==> config.mk <==
export PLATFORM = sky130hd
export DESIGN_NAME = xml_sax_event_tokenizer
export DESIGN_NICKNAME = d
export VERILOG_FILES = /design/src/rtl/xtok_pkg.sv /design/src/rtl/xtok_ram.sv /design/src/rtl/xtok_parser.sv /design/src/rtl/xml_sax_event_tokenizer.sv
export SDC_FILE = /design/constraint.sdc
export NUM_CORES = 1
export LEC_CHECK = 0
export BUFFER_PORTS_ARGS = -buffer_cell sky130_fd_sc_hd__buf_2
export CAP_MARGIN = 0
export CELL_PAD_IN_SITES_DETAIL_PLACEMENT = 0
export CELL_PAD_IN_SITES_GLOBAL_PLACEMENT = 1
export CORE_MARGIN = 3
export CORE_UTILIZATION = 36
export CTS_CLUSTER_DIAMETER = 60
export DETAILED_ROUTE_END_ITERATION = 8
export HOLD_SLACK_MARGIN = 0.03
export PLACE_DENSITY_LB_ADDON = 0.1
export SETUP_SLACK_MARGIN = 0.2
export SYNTH_ARGS = -nofsm -noshare
export SYNTH_HDL_FRONTEND = slang
export SYNTH_SLANG_ARGS = --single-unit
==> constraint.sdc <==
create_clock -name clk -period 7.81 [get_ports clk]
set_clock_uncertainty 0.15 [all_clocks]
set_input_delay 1.1715 -clock clk [delete_from_list [all_inputs] [get_ports clk]]
set_output_delay 1.1715 -clock clk [all_outputs]
set_load 0.02 [all_outputs]
==> src/rtl/xtok_pkg.sv <==
// shared types, constants and helper functions of the xml tokenizer
// no dependencies
`default_nettype none

package xtok_pkg;

    localparam int BUFFER_DEPTH = 32;
    localparam int ADDR_W       = $clog2(BUFFER_DEPTH);
    localparam int LEN_W        = $clog2(BUFFER_DEPTH + 1);
    localparam int SIZE_W       = 6;
    localparam int EN_W         = 4;
    localparam int CMP_W        = (LEN_W > SIZE_W) ? LEN_W : SIZE_W;

    localparam logic [SIZE_W-1:0] SIZE_RESET   = 6'd32;
    localparam logic [EN_W-1:0]   ENABLE_RESET = 4'hF;

    typedef enum logic [0:0] {
        REG_MAX_SIZE = 1'b0,
        REG_EVENT_EN = 1'b1
    } reg_index_t;

    typedef enum logic [0:0] {
        OP_CHAR  = 1'b0,
        OP_RESET = 1'b1
    } opcode_t;

    typedef enum logic [1:0] {
        EV_TAG     = 2'd0,
        EV_ATTR    = 2'd1,
        EV_CONTENT = 2'd2,
        EV_TAGEND  = 2'd3
    } ev_kind_t;

    localparam logic [7:0] CH_LT    = 8'h3C;
    localparam logic [7:0] CH_GT    = 8'h3E;
    localparam logic [7:0] CH_SLASH = 8'h2F;
    localparam logic [7:0] CH_SPACE = 8'h20;
    localparam logic [7:0] CH_CR    = 8'h0D;
    localparam logic [7:0] CH_LF    = 8'h0A;
    localparam logic [7:0] CH_TAB   = 8'h09;

    typedef struct packed {
        logic              report;
        ev_kind_t          kind;
        logic [LEN_W-1:0]  count;
        logic              wr_en;
        logic [ADDR_W-1:0] wr_addr;
        logic [7:0]        wr_data;
    } action_t;

    function automatic logic is_space(input logic [7:0] c);
        return (c == CH_SPACE) || (c == CH_CR) || (c == CH_LF) || (c == CH_TAB);
    endfunction

    function automatic logic [LEN_W-1:0] keep_limit(input logic [SIZE_W-1:0] size);
        logic [CMP_W-1:0] s;
        s = CMP_W'(size);
        if (s > CMP_W'(BUFFER_DEPTH))
        begin
            s = CMP_W'(BUFFER_DEPTH);
        end
        if (s < CMP_W'(2))
        begin
            return '0;
        end
        return LEN_W'(s - CMP_W'(2));
    endfunction

endpackage

`default_nettype wire

==> src/rtl/xtok_ram.sv <==
// generic single-write, single-read ram with registered read data
// no dependencies
`default_nettype none

module xtok_ram #(
    parameter int WIDTH = 8,
    parameter int DEPTH = 32
) (
    input  wire logic                     clk,
    input  wire logic                     wr_en,
    input  wire logic [$clog2(DEPTH)-1:0] wr_addr,
    input  wire logic [WIDTH-1:0]         wr_data,
    input  wire logic                     rd_en,
    input  wire logic [$clog2(DEPTH)-1:0] rd_addr,
    output logic      [WIDTH-1:0]         rd_data
);

    logic [WIDTH-1:0] mem [DEPTH];

    always_ff @(posedge clk)
    begin
        if (wr_en)
        begin
            mem[wr_addr] <= wr_data;
        end
        if (rd_en)
        begin
            rd_data <= mem[rd_addr];
        end
    end

endmodule

`default_nettype wire

==> src/rtl/xtok_parser.sv <==
// parser state machine: tracks parse state and string length, decides
// string store writes and which event to report; uses xtok_pkg
`default_nettype none

module xtok_parser (
    input  wire logic                         clk,
    input  wire logic                         rst_n,
    input  wire logic                         accept,
    input  wire logic                         opcode,
    input  wire logic [7:0]                   char_in,
    input  wire logic [xtok_pkg::LEN_W-1:0]   limit,
    input  wire logic [xtok_pkg::EN_W-1:0]    enable,
    output xtok_pkg::action_t                 act
);

    typedef enum logic [6:0] {
        P_WAIT    = 7'b0000001,
        P_START   = 7'b0000010,
        P_NAME    = 7'b0000100,
        P_ATTR    = 7'b0001000,
        P_EMPTY   = 7'b0010000,
        P_END     = 7'b0100000,
        P_CONTENT = 7'b1000000
    } pstate_t;

    pstate_t                     state_reg, state_next;
    logic                        entry_reg, entry_next;
    logic [xtok_pkg::LEN_W-1:0]  len_reg, len_next;

    always_comb
    begin
        logic [xtok_pkg::LEN_W-1:0] len_eff;
        logic [xtok_pkg::LEN_W-1:0] add_base;
        logic                       do_add;
        logic [7:0]                 add_char;
        logic                       rep;
        xtok_pkg::ev_kind_t         rep_kind;
        logic                       sp;

        state_next = state_reg;
        entry_next = entry_reg;
        len_next   = len_reg;
        act        = '0;
        do_add     = 1'b0;
        add_char   = char_in;
        rep        = 1'b0;
        rep_kind   = xtok_pkg::EV_TAG;
        sp         = xtok_pkg::is_space(char_in);
        len_eff    = len_reg;
        add_base   = len_reg;

        if (accept)
        begin
            if (opcode == xtok_pkg::OP_RESET)
            begin
                state_next = P_WAIT;
                entry_next = 1'b1;
            end
            else
            begin
                entry_next = 1'b0;
                if (entry_reg && (state_reg != P_START) && (state_reg != P_NAME)
                    && (state_reg != P_EMPTY))
                begin
                    len_eff = '0;
                end
                len_next = len_eff;
                add_base = len_eff;

                unique case (state_reg)
                    P_START:
                    begin
                        if (char_in == xtok_pkg::CH_LT || char_in == xtok_pkg::CH_GT || sp)
                        begin
                            state_next = P_START;
                        end
                        else if (char_in == xtok_pkg::CH_SLASH)
                        begin
                            state_next = P_END;
                            entry_next = 1'b1;
                        end
                        else
                        begin
                            act.wr_en   = 1'b1;
                            act.wr_addr = '0;
                            act.wr_data = char_in;
                            len_next    = xtok_pkg::LEN_W'(1);
                            state_next  = P_NAME;
                            entry_next  = 1'b1;
                        end
                    end
                    P_NAME:
                    begin
                        if (sp || char_in == xtok_pkg::CH_SLASH || char_in == xtok_pkg::CH_GT)
                        begin
                            rep        = 1'b1;
                            rep_kind   = xtok_pkg::EV_TAG;
                            entry_next = 1'b1;
                            if (sp)
                                state_next = P_ATTR;
                            else if (char_in == xtok_pkg::CH_SLASH)
                                state_next = P_EMPTY;
                            else
                                state_next = P_CONTENT;
                        end
                        else
                        begin
                            do_add = 1'b1;
                        end
                    end
                    P_EMPTY:
                    begin
                        if (char_in == xtok_pkg::CH_GT)
                        begin
                            rep        = 1'b1;
                            rep_kind   = xtok_pkg::EV_TAGEND;
                            state_next = P_CONTENT;
                            entry_next = 1'b1;
                        end
                    end
                    P_CONTENT:
                    begin
                        if (char_in == xtok_pkg::CH_LT)
                        begin
                            rep        = 1'b1;
                            rep_kind   = xtok_pkg::EV_CONTENT;
                            state_next = P_START;
                            entry_next = 1'b1;
                        end
                        else if (!(sp && len_eff == '0))
                        begin
                            do_add = 1'b1;
                        end
                    end
                    P_ATTR:
                    begin
                        if (sp)
                        begin
                            if (len_eff != '0)
                            begin
                                rep        = 1'b1;
                                rep_kind   = xtok_pkg::EV_ATTR;
                                entry_next = 1'b1;
                            end
                        end
                        else if (char_in == xtok_pkg::CH_SLASH)
                        begin
                            rep        = 1'b1;
                            rep_kind   = xtok_pkg::EV_ATTR;
                            len_next   = '0;
                            add_base   = '0;
                            do_add     = 1'b1;
                            add_char   = xtok_pkg::CH_SPACE;
                            state_next = P_EMPTY;
                            entry_next = 1'b1;
                        end
                        else if (char_in == xtok_pkg::CH_GT)
                        begin
                            rep        = 1'b1;
                            rep_kind   = xtok_pkg::EV_ATTR;
                            state_next = P_CONTENT;
                            entry_next = 1'b1;
                        end
                        else
                        begin
                            do_add = 1'b1;
                        end
                    end
                    P_END:
                    begin
                        if (char_in == xtok_pkg::CH_LT || sp)
                        begin
                            state_next = P_END;
                        end
                        else if (char_in == xtok_pkg::CH_GT)
                        begin
                            rep        = 1'b1;
                            rep_kind   = xtok_pkg::EV_TAGEND;
                            state_next = P_CONTENT;
                            entry_next = 1'b1;
                        end
                        else
                        begin
                            do_add = 1'b1;
                        end
                    end
                    default:
                    begin
                        if (char_in == xtok_pkg::CH_LT)
                        begin
                            state_next = P_START;
                            entry_next = 1'b1;
                        end
                        else
                        begin
                            state_next = P_WAIT;
                        end
                    end
                endcase

                if (do_add && (add_base < limit))
                begin
                    act.wr_en   = 1'b1;
                    act.wr_addr = add_base[xtok_pkg::ADDR_W-1:0];
                    act.wr_data = add_char;
                    len_next    = add_base + xtok_pkg::LEN_W'(1);
                end

                act.kind   = rep_kind;
                act.count  = len_eff;
                act.report = rep && enable[rep_kind] && (len_eff != '0);
            end
        end
    end

    always_ff @(posedge clk or negedge rst_n)
    begin
        if (!rst_n)
        begin
            state_reg <= P_WAIT;
            entry_reg <= 1'b1;
            len_reg   <= '0;
        end
        else
        begin
            state_reg <= state_next;
            entry_reg <= entry_next;
            len_reg   <= len_next;
        end
    end

endmodule

`default_nettype wire

==> src/rtl/xml_sax_event_tokenizer.sv <==
// top level of the xml event tokenizer: config registers, string store ram,
// readout sequencer and output register; uses xtok_pkg, xtok_ram, xtok_parser
`default_nettype none

// usage
// - input beats on s_*: s_tdata carries a text byte, s_tuser[0] is the opcode
//   (0 process byte, 1 return the parser to the wait-for-tag state)
// - output beats on m_*: one beat per reported byte; m_tuser is the event kind
//   (0 tag start, 1 attribute, 2 content, 3 tag end), m_tlast marks the
//   final byte of a string
// - cfg_* writes register 0 (max string size) or 1 (event enable mask);
//   cfg_ready is always high, write only while the block is idle
// - a byte that reports nothing leaves s_tready high
// - a byte that reports n bytes holds s_tready low until its readout ends:
//   each string byte takes a store read step (SQ_READ) then an output load
//   step (SQ_LOAD), set by the single read port of the string store; the
//   output register is loaded from the store in the SQ_LOAD step
// - a stalled m_tready holds the output register and freezes the readout
// - reset clears parser state, length and config to defaults; the string
//   store is not cleared, no entry is read before it is written
module xml_sax_event_tokenizer (
    input  wire logic       clk,
    input  wire logic       rst_n,
    input  wire logic       s_tvalid,
    output logic            s_tready,
    input  wire logic [7:0] s_tdata,   // char_in
    input  wire logic [0:0] s_tuser,   // opcode
    output logic            m_tvalid,
    input  wire logic       m_tready,
    output logic      [7:0] m_tdata,   // char_out
    output logic      [1:0] m_tuser,   // event_kind
    output logic            m_tlast,
    input  wire logic       cfg_valid,
    output logic            cfg_ready,
    input  wire logic [0:0] cfg_index,
    input  wire logic [5:0] cfg_data
);

    typedef enum logic [2:0] {
        SQ_IDLE = 3'b001,
        SQ_READ = 3'b010,
        SQ_LOAD = 3'b100
    } seq_t;

    logic [xtok_pkg::SIZE_W-1:0] size_reg;
    logic [xtok_pkg::EN_W-1:0]   enable_reg;
    seq_t                        seq_reg, seq_next;
    logic [xtok_pkg::ADDR_W-1:0] idx_reg, idx_next;
    logic [xtok_pkg::ADDR_W-1:0] last_idx_reg;
    xtok_pkg::ev_kind_t          kind_reg;
    logic                        pend_wr_reg, pend_wr_next;
    logic [xtok_pkg::ADDR_W-1:0] pend_addr_reg;
    logic [7:0]                  pend_data_reg;
    logic                        out_valid_reg;
    logic [7:0]                  out_char_reg;
    logic [1:0]                  out_kind_reg;
    logic                        out_last_reg;

    logic                        in_accept;
    logic                        out_free;
    logic                        at_last;
    logic                        load_beat;
    logic [xtok_pkg::LEN_W-1:0]  limit;
    xtok_pkg::action_t           act;
    logic                        ram_wr_en;
    logic [xtok_pkg::ADDR_W-1:0] ram_wr_addr;
    logic [7:0]                  ram_wr_data;
    logic                        ram_rd_en;
    logic [7:0]                  ram_rd_data;

    assign cfg_ready = 1'b1;
    assign s_tready  = (seq_reg == SQ_IDLE);
    assign in_accept = s_tvalid && s_tready;
    assign limit     = xtok_pkg::keep_limit(size_reg);
    assign out_free  = !out_valid_reg || m_tready;
    assign at_last   = (idx_reg == last_idx_reg);
    assign load_beat = (seq_reg == SQ_LOAD) && out_free;
    assign ram_rd_en = (seq_reg == SQ_READ);

    assign m_tvalid = out_valid_reg;
    assign m_tdata  = out_char_reg;
    assign m_tuser  = out_kind_reg;
    assign m_tlast  = out_last_reg;

    xtok_parser u_parser (
        .clk     (clk),
        .rst_n   (rst_n),
        .accept  (in_accept),
        .opcode  (s_tuser[0]),
        .char_in (s_tdata),
        .limit   (limit),
        .enable  (enable_reg),
        .act     (act)
    );

    xtok_ram #(
        .WIDTH (8),
        .DEPTH (xtok_pkg::BUFFER_DEPTH)
    ) u_store (
        .clk     (clk),
        .wr_en   (ram_wr_en),
        .wr_addr (ram_wr_addr),
        .wr_data (ram_wr_data),
        .rd_en   (ram_rd_en),
        .rd_addr (idx_reg),
        .rd_data (ram_rd_data)
    );

    // store write: immediate when nothing is reported, else in the final load step of the readout
    always_comb
    begin
        ram_wr_en   = 1'b0;
        ram_wr_addr = act.wr_addr;
        ram_wr_data = act.wr_data;
        if (in_accept && !act.report)
        begin
            ram_wr_en = act.wr_en;
        end
        else if (load_beat && at_last)
        begin
            ram_wr_en   = pend_wr_reg;
            ram_wr_addr = pend_addr_reg;
            ram_wr_data = pend_data_reg;
        end
    end

    always_comb
    begin
        seq_next     = seq_reg;
        idx_next     = idx_reg;
        pend_wr_next = pend_wr_reg;
        unique case (seq_reg)
            SQ_IDLE:
            begin
                if (in_accept && act.report)
                begin
                    seq_next     = SQ_READ;
                    idx_next     = '0;
                    pend_wr_next = act.wr_en;
                end
            end
            SQ_READ:
            begin
                seq_next = SQ_LOAD;
            end
            SQ_LOAD:
            begin
                if (load_beat)
                begin
                    if (at_last)
                    begin
                        seq_next     = SQ_IDLE;
                        pend_wr_next = 1'b0;
                    end
                    else
                    begin
                        seq_next = SQ_READ;
                        idx_next = idx_reg + xtok_pkg::ADDR_W'(1);
                    end
                end
            end
            default:
            begin
                seq_next = SQ_IDLE;
            end
        endcase
    end

    always_ff @(posedge clk or negedge rst_n)
    begin
        if (!rst_n)
        begin
            size_reg      <= xtok_pkg::SIZE_RESET;
            enable_reg    <= xtok_pkg::ENABLE_RESET;
            seq_reg       <= SQ_IDLE;
            idx_reg       <= '0;
            pend_wr_reg   <= 1'b0;
            out_valid_reg <= 1'b0;
        end
        else
        begin
            if (cfg_valid && cfg_ready)
            begin
                unique case (cfg_index)
                    xtok_pkg::REG_MAX_SIZE: size_reg   <= cfg_data;
                    xtok_pkg::REG_EVENT_EN: enable_reg <= cfg_data[xtok_pkg::EN_W-1:0];
                    default:                size_reg   <= size_reg;
                endcase
            end
            seq_reg     <= seq_next;
            idx_reg     <= idx_next;
            pend_wr_reg <= pend_wr_next;
            if (load_beat)
            begin
                out_valid_reg <= 1'b1;
            end
            else if (m_tready)
            begin
                out_valid_reg <= 1'b0;
            end
        end
    end

    // payload registers
    always_ff @(posedge clk)
    begin
        if (in_accept && act.report)
        begin
            last_idx_reg  <= xtok_pkg::ADDR_W'(act.count - xtok_pkg::LEN_W'(1));
            kind_reg      <= act.kind;
            pend_addr_reg <= act.wr_addr;
            pend_data_reg <= act.wr_data;
        end
        if (load_beat)
        begin
            out_char_reg <= ram_rd_data;
            out_kind_reg <= kind_reg;
            out_last_reg <= at_last;
        end
    end

    a_report_starts_read: assert property (@(posedge clk) disable iff (!rst_n)
        (in_accept && act.report) |=> (seq_reg == SQ_READ))
        else $error("report did not start a store readout");

    a_no_rw_overlap: assert property (@(posedge clk) disable iff (!rst_n)
        !(ram_wr_en && ram_rd_en))
        else $error("store written during a readout read");

    a_valid_from_load: assert property (@(posedge clk) disable iff (!rst_n)
        $rose(m_tvalid) |-> $past(seq_reg == SQ_LOAD))
        else $error("output beat raised outside load step");

    a_idx_in_range: assert property (@(posedge clk) disable iff (!rst_n)
        (seq_reg != SQ_IDLE) |-> (idx_reg <= last_idx_reg))
        else $error("readout index past string end");

    a_last_ends_burst: assert property (@(posedge clk) disable iff (!rst_n)
        (load_beat && at_last) |=> (seq_reg == SQ_IDLE && m_tvalid && m_tlast))
        else $error("final beat did not close the burst");

endmodule

`default_nettype wire
Word level (Yosys, flattened, before mapping)
Memory sizes are Yosys's and may differ from the RTL's. A register that Yosys moved wholly into a read port is not among the register bits.
Index checks and enable logic that the tools add are counted.

storage, ports and cells
  memories = 1
  logic and storage cells = 185
  bits of input ports = 21
  bits in writable memories = 256
  output and inout bits = 14
  register bits after elaboration = 65

memories
  name         depth  width  rd ports  clocked after memory_dff  wr ports  line            text
  u_store.mem  32     8      1         1                         1         xtok_ram.sv:18  logic [WIDTH-1:0] mem [DEPTH];

operators by class
  eq/ne operators = 27
  muxes and demuxes = 95
  reductions and logical operators = 35
  $lt $le $gt $ge = 4
  bitwise logic cells = 3
  add/sub/neg operators = 4

operators with widths
  kind                                                             number
  6-bit 2-to-1 mux                                                 15
  7-bit 2-to-1 mux                                                 10
  14-bit 2-to-1 mux                                                4
  23-bit 2-to-1 mux                                                2
  7-bit case mux with 6 select lines                               1
  8-bit 2-to-1 mux                                                 5
  1-bit 2-to-1 mux                                                 33
  8-bit by 6-bit == test with 1-bit output, second input constant  4
  5-bit 2-to-1 mux                                                 5
  8-bit by 4-bit == test with 1-bit output, second input constant  3
  2-bit 2-to-1 mux                                                 9
  1-bit logical AND                                                12
  6-bit case mux with 2 select lines                               1
  4-bit AND reduction                                              3
  1-bit case mux with 5 select lines                               2
  5-bit case mux with 2 select lines                               1
  1-bit logical OR                                                 9
  3-bit case mux with 3 select lines                               1
  2-bit case mux with 4 select lines                               1
  2-bit AND reduction                                              4
  7-bit by 2-bit == test with 1-bit output, second input constant  1
  7-bit by 3-bit == test with 1-bit output, second input constant  1
  7-bit by 4-bit == test with 1-bit output, second input constant  1
  7-bit by 5-bit == test with 1-bit output, second input constant  1
  31 further kinds                                                 39

Longest topological paths before layout
Gate-level depths: netlist of the first run.

  depth in word-level cells = 24
  gate-level depth with buffers = 17
  mapped depth without buffers = 14

Cells and area by module
Synthesis of the first run repeated with hierarchy kept, for this count alone.

unflattened totals
  cell total of the unflattened synthesis = 813
  area, all modules = 14204.9 um2

modules (own cells, without submodules)
  module                   cells each  area an instance (um2)  seq. area each (um2)  times used
  xtok_ram                 417         10133.5                 7927.6                1
  xml_sax_event_tokenizer  162         2318.5                  1438.9                1
  xtok_parser              234         1752.9                  352.8                 1

Least setup slack after synthesis of the first run
No wires, ideal clock.

  path type = in2reg
  start = input port s_tdata[4]
  end = memory u_store.mem[28][0], enable pin
  data required time = 7.265 ns
  cell stages on the path = 15
  library setup time = 0.395 ns
  slack = 2.069 ns
  path buffers = 3
  data arrival time = 5.197 ns
  path through = or4b_1 or2_0 buf_2 o32a_4 clkbuf_1 and2_1 ha_1 nand4_1 a311oi_1 a31o_4 nor3_4 a32o_1 or3_1 buf_2 nor4_1

between the ends
  cells in the longest elaborated chain, start to end = 20
  elaborated cells between the ends (all ways) = 68
  classes of those cells = 1 x order compare; 7 x eq/ne; 46 x mux; 14 x reduce/logical

RTL lines
  what                                                                                                  line                            text
  from (decl)                                                                                           xml_sax_event_tokenizer.sv:26   input wire logic [7:0] s_tdata,
  8-bit by 6-bit == test with 1-bit output or 8-bit by 4-bit == test with 1-bit output (tied branches)  xtok_pkg.sv:52                  return (c == CH_SPACE) || (c == CH_CR) || (c == CH_LF) || (c == CH_TAB);
  1-bit logical OR (3 in series)                                                                        xtok_pkg.sv:52
  1-bit logical OR                                                                                      xtok_parser.sv:171              if (char_in == xtok_pkg::CH_LT || sp)
  2-bit 2-to-1 mux                                                                                      xtok_parser.sv:171
  2-bit case mux with 4 select lines                                                                    xtok_parser.sv:70               unique case (state_reg)
  2-bit 2-to-1 mux                                                                                      xtok_parser.sv:54               if (opcode == xtok_pkg::OP_RESET)
  2-bit 2-to-1 mux                                                                                      xtok_parser.sv:52               if (accept)
  1-bit binary-select mux with 2-bit select                                                             xtok_parser.sv:211              act.report = rep && enable[rep_kind] && (len_eff != '0);
  1-bit 2-to-1 mux (not written as such)                                                                xtok_parser.sv:211
  1-bit logical AND (2 in series)                                                                       xtok_parser.sv:211
  23-bit 2-to-1 mux *                                                                                   xtok_parser.sv:54
  23-bit 2-to-1 mux *                                                                                   xtok_parser.sv:52
  1-bit zero test                                                                                       xml_sax_event_tokenizer.sv:115  if (in_accept && !act.report)
  1-bit logical AND                                                                                     xml_sax_event_tokenizer.sv:115
  1-bit 2-to-1 mux                                                                                      xml_sax_event_tokenizer.sv:115
  1-bit 2-to-1 mux                                                                                      xtok_ram.sv:22                  if (wr_en)
  1-bit 2-to-1 mux (not written as such)                                                                xtok_ram.sv:24                  mem[wr_addr] <= wr_data;
  to (decl)                                                                                             xtok_ram.sv:18

Mark *: on every way between the ends. The rest lies on a longest branch, timed or not. The select of a mux whose other input is x is not followed.

Worst setup path after layout of the first run
  start = input port s_tdata[4]
  end = memory u_store.mem[17][0], enable pin

The elaborated chain is that of the path after synthesis.

==> reports/metrics.csv, run 1 <==
stage;metric;value;unit
global_route;grt_pass1_wl;54100;um
routing;ant_nets;0;
critical_path;critPathMaxFanout;16;
floorplan;rows;72;
pwr;p_comb_share;1.7;%
clock_network;clk_pin_slew;0.06;ns
routing;via_count;7888;
yosys;yosys.area.top_type;edfxtp_1;
sta;fmax;173;MHz
critical_path;critPathTopFamily;simple AND/OR/NAND/NOR gates;
min_path;hold_class;flop to flop;
pwr;leakage;0.00471;uW
yosys;synth_area_leaders;edfxtp_1, mux4_2, dfrtp_1;
critical_path;rrSetupSlack;2.33;ns
routing;routed_wl;35400;um
global_route;gr-total-overflow;0;
sta;finalCriticalPeriod;5.78;ns
pwr;ir_worst_vdd;154;uV
critical_path;slowest_delay;1.05;ns
sta;tns;0;ns
routing;drt_pass1_iterations;5;
min_path;holdCritStartpoint;u_store.rd_data[1]$_DFFE_PP_;
final_layout;multi_input_area;0.00427;mm2
clock_network;cts_made_buffers;38;
critical_path;startpoint;s_tdata[4];
yosys;avgSynthCellArea;16.9;um2
floorplan;pin_count;35;
sta;rsz0062_at_grt;no;
sta;finalSetupViolations;0;
global_route;grt_pass1_vias;8099;
floorplan;fp.dieW;205;um
critical_path;endpoint_kind;flop;
floorplan;die_h;205;um
routing;drc;0;
pwr;pwr-share-clk;48.4;%
final_layout;nNetsFinal;919;
critical_path;path_buf_inv;2;
clock_network;ctsHoldBuffers;0;
pwr;powerDensity;235;mW/mm2
yosys;ys_types;74;
clock_network;clockBufferDepth;3;
sta;worst_pin_slew;1.26;ns
final_layout;largest_reg_flops;256;
sta;max-slew-margin-rel;15.6;%
critical_path;start_kind;primary input;
clock_network;cts_tree;done;
global_route;grt_antenna_before_repair;0;
pwr;seqPwrFrac;49.9;%
pwr;p_switching;754;uW
routing;vias_per_cell;5.50;
clock_network;post_cts_resized;0;
yosys;ys_ff_latch;329;
final_layout;regArea;0.00972;mm2
job;maxCapViolCount;0;
yosys;syn_nets;873;
critical_path;timing.rr.start;u_parser.state_reg[4]$_DFFE_PN0P_;
final_layout;diodes;0;
sta;hold_viol;0;
clock_network;cts_root_buffer;clkbuf_16;
sta;drv_slew;0;
global_route;grt_max_degree;69;
routing;wl_per_cell;24.7;um
yosys;synth_edf_count;295;
yosys;syn_inst;843;
pwr;finalPower;3840;uW
yosys;synth_top_cell_area_share;62.3;%
placement;io_buffer_count;33;
routing;drtIter0Drc;553;
pwr;p_int;3090;uW
final_layout;layout-drive-gt1-share;25.5;%
critical_path;path_cells;buf_2, or4b_1, or2_0, o32a_4, and2_1, ha_1, a211oi_1, o21ai_0, a21oi_1, inv_1, nor3_4, nand3_1, a221o_2, nor3_1;
critical_path;worstPathArrival;5.78;ns
floorplan;die_area;0.0419;mm2
clock_network;cts_sinks;329;
critical_path;worstPathRequired;7.82;ns
outcome;status;finished, final reports clean;
floorplan;start_util;36.6;%
final_layout;largest_register;u_store.mem;
yosys;synth_ff_type;edfxtp_1;
placement;post-dp-hpwl;23600;um
placement;place.gp.congestion;0.848;
yosys;yosysWarnings;0;
critical_path;crit_type;primary input to flop;
pwr;swShare;19.6;%
clock_network;cts_max_level;2;
yosys;syn-cell-area;0.0142;mm2
clock_network;clk_latency;0.54;ns
clock_network;cts_setup_buffers;0;
global_route;grt_usage;17.5;%
sta;fin_crit_sh;74.0;%
yosys;synth-async-reset-ratio;10.3;%
critical_path;cp_slowest_cell;nor3_1;
final_layout;areaGrowthSynthToFinish;14.7;%
floorplan;core;0.0388;mm2
final_layout;final.fill_count;3450;
yosys;yosysSeqAreaShare;68.3;%
layer usage:
metal	global-route usage (%)	wire, um
met1	23.9	15500
met2	28.9	17400
met3	3.81	1910
met4	3.81	608
met5	0	0
synthesized netlist by cell type, types with 9 or more instances:
master    instances
a31oi_1          10
nor2_1           41
inv_1            10
and2_1           16
buf_1             9
and3_1           11
mux2_2           19
o21ai_0          20
clkbuf_1         31
nor3_1           35
or3_1             9
nand2_1          34
edfxtp_1        295
ha_1              9
dfrtp_1          26
a21oi_1          21
nand3_1          15
mux4_2           80
cells by family (layout without fill, tap and decap cells):
logic type / Yosys count / in the layout / synth area share (%)
buffers and inverters: 59 / 132 / 1.70
multiplexers: 102 / 102 / 14.4
flip-flops: 329 / 329 / 68.3
other: 1 / 1 / 0.0264
adder cells (fa/ha/maj): 9 / 9 / 0.792
AO/OA/AOI/OAI: 107 / 107 / 5.41
AND/OR/NAND/NOR: 222 / 222 / 8.51
XOR/XNOR: 14 / 14 / 0.862
path summary, 6_finish.rpt:
kind | to | cells past startpoint
max in group asynchronous | idx_reg[0]$_DFFE_PN0P_ | 1
min in group asynchronous | m_tvalid$_DFFE_PN0P_ | 1
hold / removal | m_tdata[1]$_DFFE_PP_ | 0
hold reg to reg | m_tdata[1]$_DFFE_PP_ | 0
setup reg to reg | u_store.mem[17][0]$_DFFE_PP_ | 13
setup / recovery | u_store.mem[17][0]$_DFFE_PP_ | 14
power by group through the flow:
stage / Clock, uW / Sequential (uW) / Combinational (uW)
2_1_floorplan: 0 / 1950 / 44.9
4_1_cts: 1910 / 1920 / 66.9
3_5_place_dp: 0 / 1950 / 66.3
3_3_place_gp: 0 / 1950 / 64.8
6_report: 1860 / 1920 / 66.1
5_1_grt: 1990 / 1920 / 74.3
per-stage QoR:
stage / hold WS, ns / instance area (um2) / setup WS [ns] / cells / util, %
floorplan: 0.250 / 14200 / 2.07 / 843 / -
detailed placement: 0.262 / 15000 / 1.51 / 1367 / 38.7
CTS: 0.276 / 16300 / 2.09 / 1434 / 42.0
finish: 0.274 / 16300 / 2.03 / 1434 / 42.0
global placement: 0.257 / 15000 / 1.56 / 1367 / 38.7
global route: 0.277 / 16300 / 1.76 / 1434 / 42.0
worst reg2reg max path, cell delays in order, from the launching register on:
cell and delay [ns]:
dfrtp_1 0.60, nor4b_1 0.51, nand2_1 0.28, o32a_4 0.37, and2_1 0.20, ha_1 0.28, a211oi_1 0.23, o21ai_0 0.11
a21oi_1 0.19, inv_1 0.15, nor3_4 0.31, nand3_1 0.12, a221o_2 0.54, nor3_1 1.06
area by class of cell:
type | instances | area share, %
flip-flops and latches | 329 | 59.6
multi-input cells | 455 | 26.1
clock buffers | 45 | 6.18
well taps | 518 | 3.97
repair buffers | 55 | 2.02
clock inverters | 22 | 1.89
inverters | 10 | 0.230
cells in the final DEF (no fill, tap or decap), types with 19 or more instances in the layout:
cell / instances
nand2_1: 34
nor2_1: 41
buf_4: 22
clkbuf_16: 39
a21oi_1: 21
dfrtp_1: 24
nor3_1: 35
buf_2: 33
mux2_2: 19
mux4_2: 80
o21ai_0: 20
edfxtp_1: 295
No activity file was read; power rests on OpenSTA's default activity.
==> inputs of run 2 (changes only) <==
clock period = 5.4 ns   (was 7.81 ns; I/O delays follow)
==> reports/metrics.csv, run 2 (synthesized netlist as in run 1, its figures left out) <==
stage;metric;value;unit;change
outcome;status;finished, final reports clean;;unchanged
critical_path;cpMostUsedCell;nand2_1;;
clock_network;cts_root_buffer;clkbuf_16;;unchanged
routing;wl_per_cell;23.5;um;was 24.7 um
final_layout;final_common_cell;edfxtp_1;;unchanged
global_route;grt_antenna_before_repair;0;;unchanged
global_route;gr-total-overflow;0;;unchanged
global_route;grt_max_degree;68;;was 69
critical_path;crit_type;flop to flop;;was primary input to flop
floorplan;rows;72;;unchanged
final_layout;final_cell_mix;edfxtp_1, mux4_2, buf_4;;was edfxtp_1, mux4_2, nor2_1
critical_path;rrSetupSlack;0.68;ns;was 2.33 ns
placement;place.gp.congestion;0.868;;was 0.848
pwr;p_int;4370;uW;was 3090 uW
routing;drt_pass1_iterations;5;;unchanged
pwr;swShare;19.9;%;was 19.6%
clock_network;cts_setup_buffers;0;;unchanged
critical_path;path_cells;nor4b_1, nand2_1, o32a_4, nand2_1, inv_1, ha_1, nand4_1, a311oi_1, a31o_4, nor3_4, a32o_1, or3_1, nor3_1, buf_4;;was buf_2, or4b_1, or2_0, o32a_4, and2_1, ha_1, a211oi_1, o21ai_0, a21oi_1, inv_1, nor3_4, nand3_1, a221o_2, nor3_1
placement;post-dp-hpwl;23600;um;about the same
clock_network;cts_tree;done;;unchanged
final_layout;final_area;0.0167;mm2;was 0.0163 mm2
global_route;grt_pass1_vias;8283;;was 8099
clock_network;post_cts_resized;0;;unchanged
final_layout;largest_register;u_store.mem;;unchanged
final_layout;areaGrowthSynthToFinish;17.5;%;was 14.7%
critical_path;timing.rr.start;u_parser.state_reg[2]$_DFFE_PN0P_;;was u_parser.state_reg[4]$_DFFE_PN0P_
job;maxCapViolCount;0;;unchanged
global_route;grt_pass1_wl;53300;um;was 54100 um
pwr;p_switching;1090;uW;was 754 uW
placement;placed_area;0.0154;mm2;was 0.0150 mm2
critical_path;r2r_cells;14;;was 13
final_layout;final.fill_count;3433;;was 3450
final_layout;nNetsFinal;958;;was 919
sta;worst_pin_slew;1.09;ns;was 1.26 ns
clock_network;clk_latency;0.54;ns;about the same
sta;whs;0.232;ns;was 0.274 ns
sta;fmax;212;MHz;
routing;routed_wl;34700;um;was 35400 um
sta;max-slew-margin-rel;27.3;%;was 15.6%
pwr;p_comb_share;1.7;%;about the same
sta;finalSetupViolations;0;;unchanged
floorplan;fp.dieW;205;um;unchanged
global_route;grt_usage;17.1;%;was 17.5%
final_layout;post-route-util;43.1;%;was 42.0%
critical_path;start_kind;flop;;was primary input
min_path;hold_class;primary input to asynchronous set/reset pin;;was flop to flop
pwr;ir_worst_vdd;252;uV;was 154 uV
routing;ant_nets;0;;unchanged
clock_network;cts_sinks;329;;unchanged
critical_path;worstPathArrival;4.82;ns;was 5.78 ns
routing;drc;0;;unchanged
placement;io_buffer_count;33;;unchanged
final_layout;layout-drive-gt1-share;29.1;%;was 25.5%
clock_network;clockBufferDepth;3;;unchanged
sta;finalCriticalPeriod;4.72;ns;
critical_path;cp_slowest_cell;or3_1;;was nor3_1
floorplan;core;0.0388;mm2;unchanged
routing;via_count;7858;;was 7888
sta;hold_viol;0;;unchanged
pwr;seqPwrFrac;50.8;%;was 49.9%
critical_path;endpoint_kind;flop;;unchanged
pwr;pwr-share-clk;47.5;%;was 48.4%
critical_path;worst_r2r_endpoint;u_store.mem[20][0]$_DFFE_PP_;;was u_store.mem[17][0]$_DFFE_PP_
sta;drv_slew;0;;unchanged
sta;fin_crit_sh;87.4;%;
floorplan;start_util;36.6;%;unchanged
floorplan;die_h;205;um;unchanged
critical_path;slowest_delay;0.54;ns;was 1.05 ns
clock_network;ctsHoldBuffers;0;;unchanged
clock_network;cts_max_level;2;;unchanged
critical_path;critPathMaxFanout;16;;unchanged
pwr;powerDensity;326;mW/mm2;was 235 mW/mm2
floorplan;die_area;0.0419;mm2;unchanged
clock_network;cts_made_buffers;39;;was 38
clock_network;clk_pin_slew;0.06;ns;about the same
floorplan;pin_count;35;;unchanged
final_layout;largest_reg_flops;256;;unchanged
sta;rsz0062_at_grt;no;;unchanged
sta;tns;0;ns;unchanged
critical_path;worstPathRequired;5.50;ns;was 7.82 ns
final_layout;diodes;0;;unchanged
routing;drtIter0Drc;742;;was 553
pwr;leakage;0.00492;uW;was 0.00471 uW
routing;vias_per_cell;5.32;;was 5.50
## run 2: cell count changes in the layout (fill, tap and decap cells not counted), sizes merged
cell	change
clkinv	+8
buf	+38
inv	+1
clkbuf	+2
clkinvlp	-3
bufinv	-3
## run 2: worst max path at each step
stage	end	startpoint
2_1_floorplan	u_store.mem[30][0]$_DFFE_PP_	s_tdata[4]
3_3_place_gp	u_store.mem[20][0]$_DFFE_PP_	s_tdata[4]
3_5_place_dp	u_store.mem[20][3]$_DFFE_PP_	s_tdata[4]
4_1_cts	u_store.mem[20][2]$_DFFE_PP_	u_parser.state_reg[2]$_DFFE_PN0P_
5_1_grt	u_store.mem[20][4]$_DFFE_PP_	u_parser.state_reg[2]$_DFFE_PN0P_
6_report	u_store.mem[20][0]$_DFFE_PP_	u_parser.state_reg[2]$_DFFE_PN0P_
## run 2: critical path: cells and delay by family (launching register included)
| kind | cells | cell delay (ns) |
|---|---|---|
| AOI/OAI and AO/OA | 4 | 1.29 |
| adders and majority gates | 1 | 0.28 |
| buffers and inverters | 2 | 0.32 |
| DFF | 1 | 0.47 |
| and+or+nand+nor | 7 | 1.90 |
## run 2: layout make-up
type | instances | area [um2] | area share (%)
flip-flops and latches | 329 | 9720 | 58.2
multi-input cells | 455 | 4320 | 25.8
clock buffers | 47 | 1050 | 6.26
repair buffers | 93 | 703 | 4.21
well taps | 518 | 648 | 3.88
clock inverters | 25 | 240 | 1.44
inverters | 10 | 37.5 | 0.225
## run 2: metrics by stage
step           instances  power, uW  worst slack (ns)
6_report            1477       5460             0.679
5_1_grt             1477       5650             0.391
4_1_cts             1477       5540             0.675
3_5_place_dp        1405       2920             0.175
3_3_place_gp        1405       2920             0.221
2_1_floorplan        843       2880            0.0685
## run 2: power by group through the flow
| stage | clock, uW | sequential, uW | combinational [uW] |
|---|---|---|---|
| floorplan | 0 | 2810 | 65.0 |
| global placement | 0 | 2820 | 95.1 |
| detailed placement | 0 | 2820 | 95.1 |
| CTS | 2670 | 2770 | 95.9 |
| global route | 2770 | 2770 | 107 |
| finish | 2590 | 2770 | 94.1 |
## run 2: routing by layer
layer / track usage, % / vias up / part of all wire, % / wire [um]
met5: 0 / - / 0 / 0
met3: 2.69 / 50 / 4.3 / 1480
li1: - / 3587 / - / -
met1: 22.9 / 4040 / 44 / 15200
met4: 5.16 / 0 / 2.3 / 813
met2: 29.0 / 181 / 50 / 17300
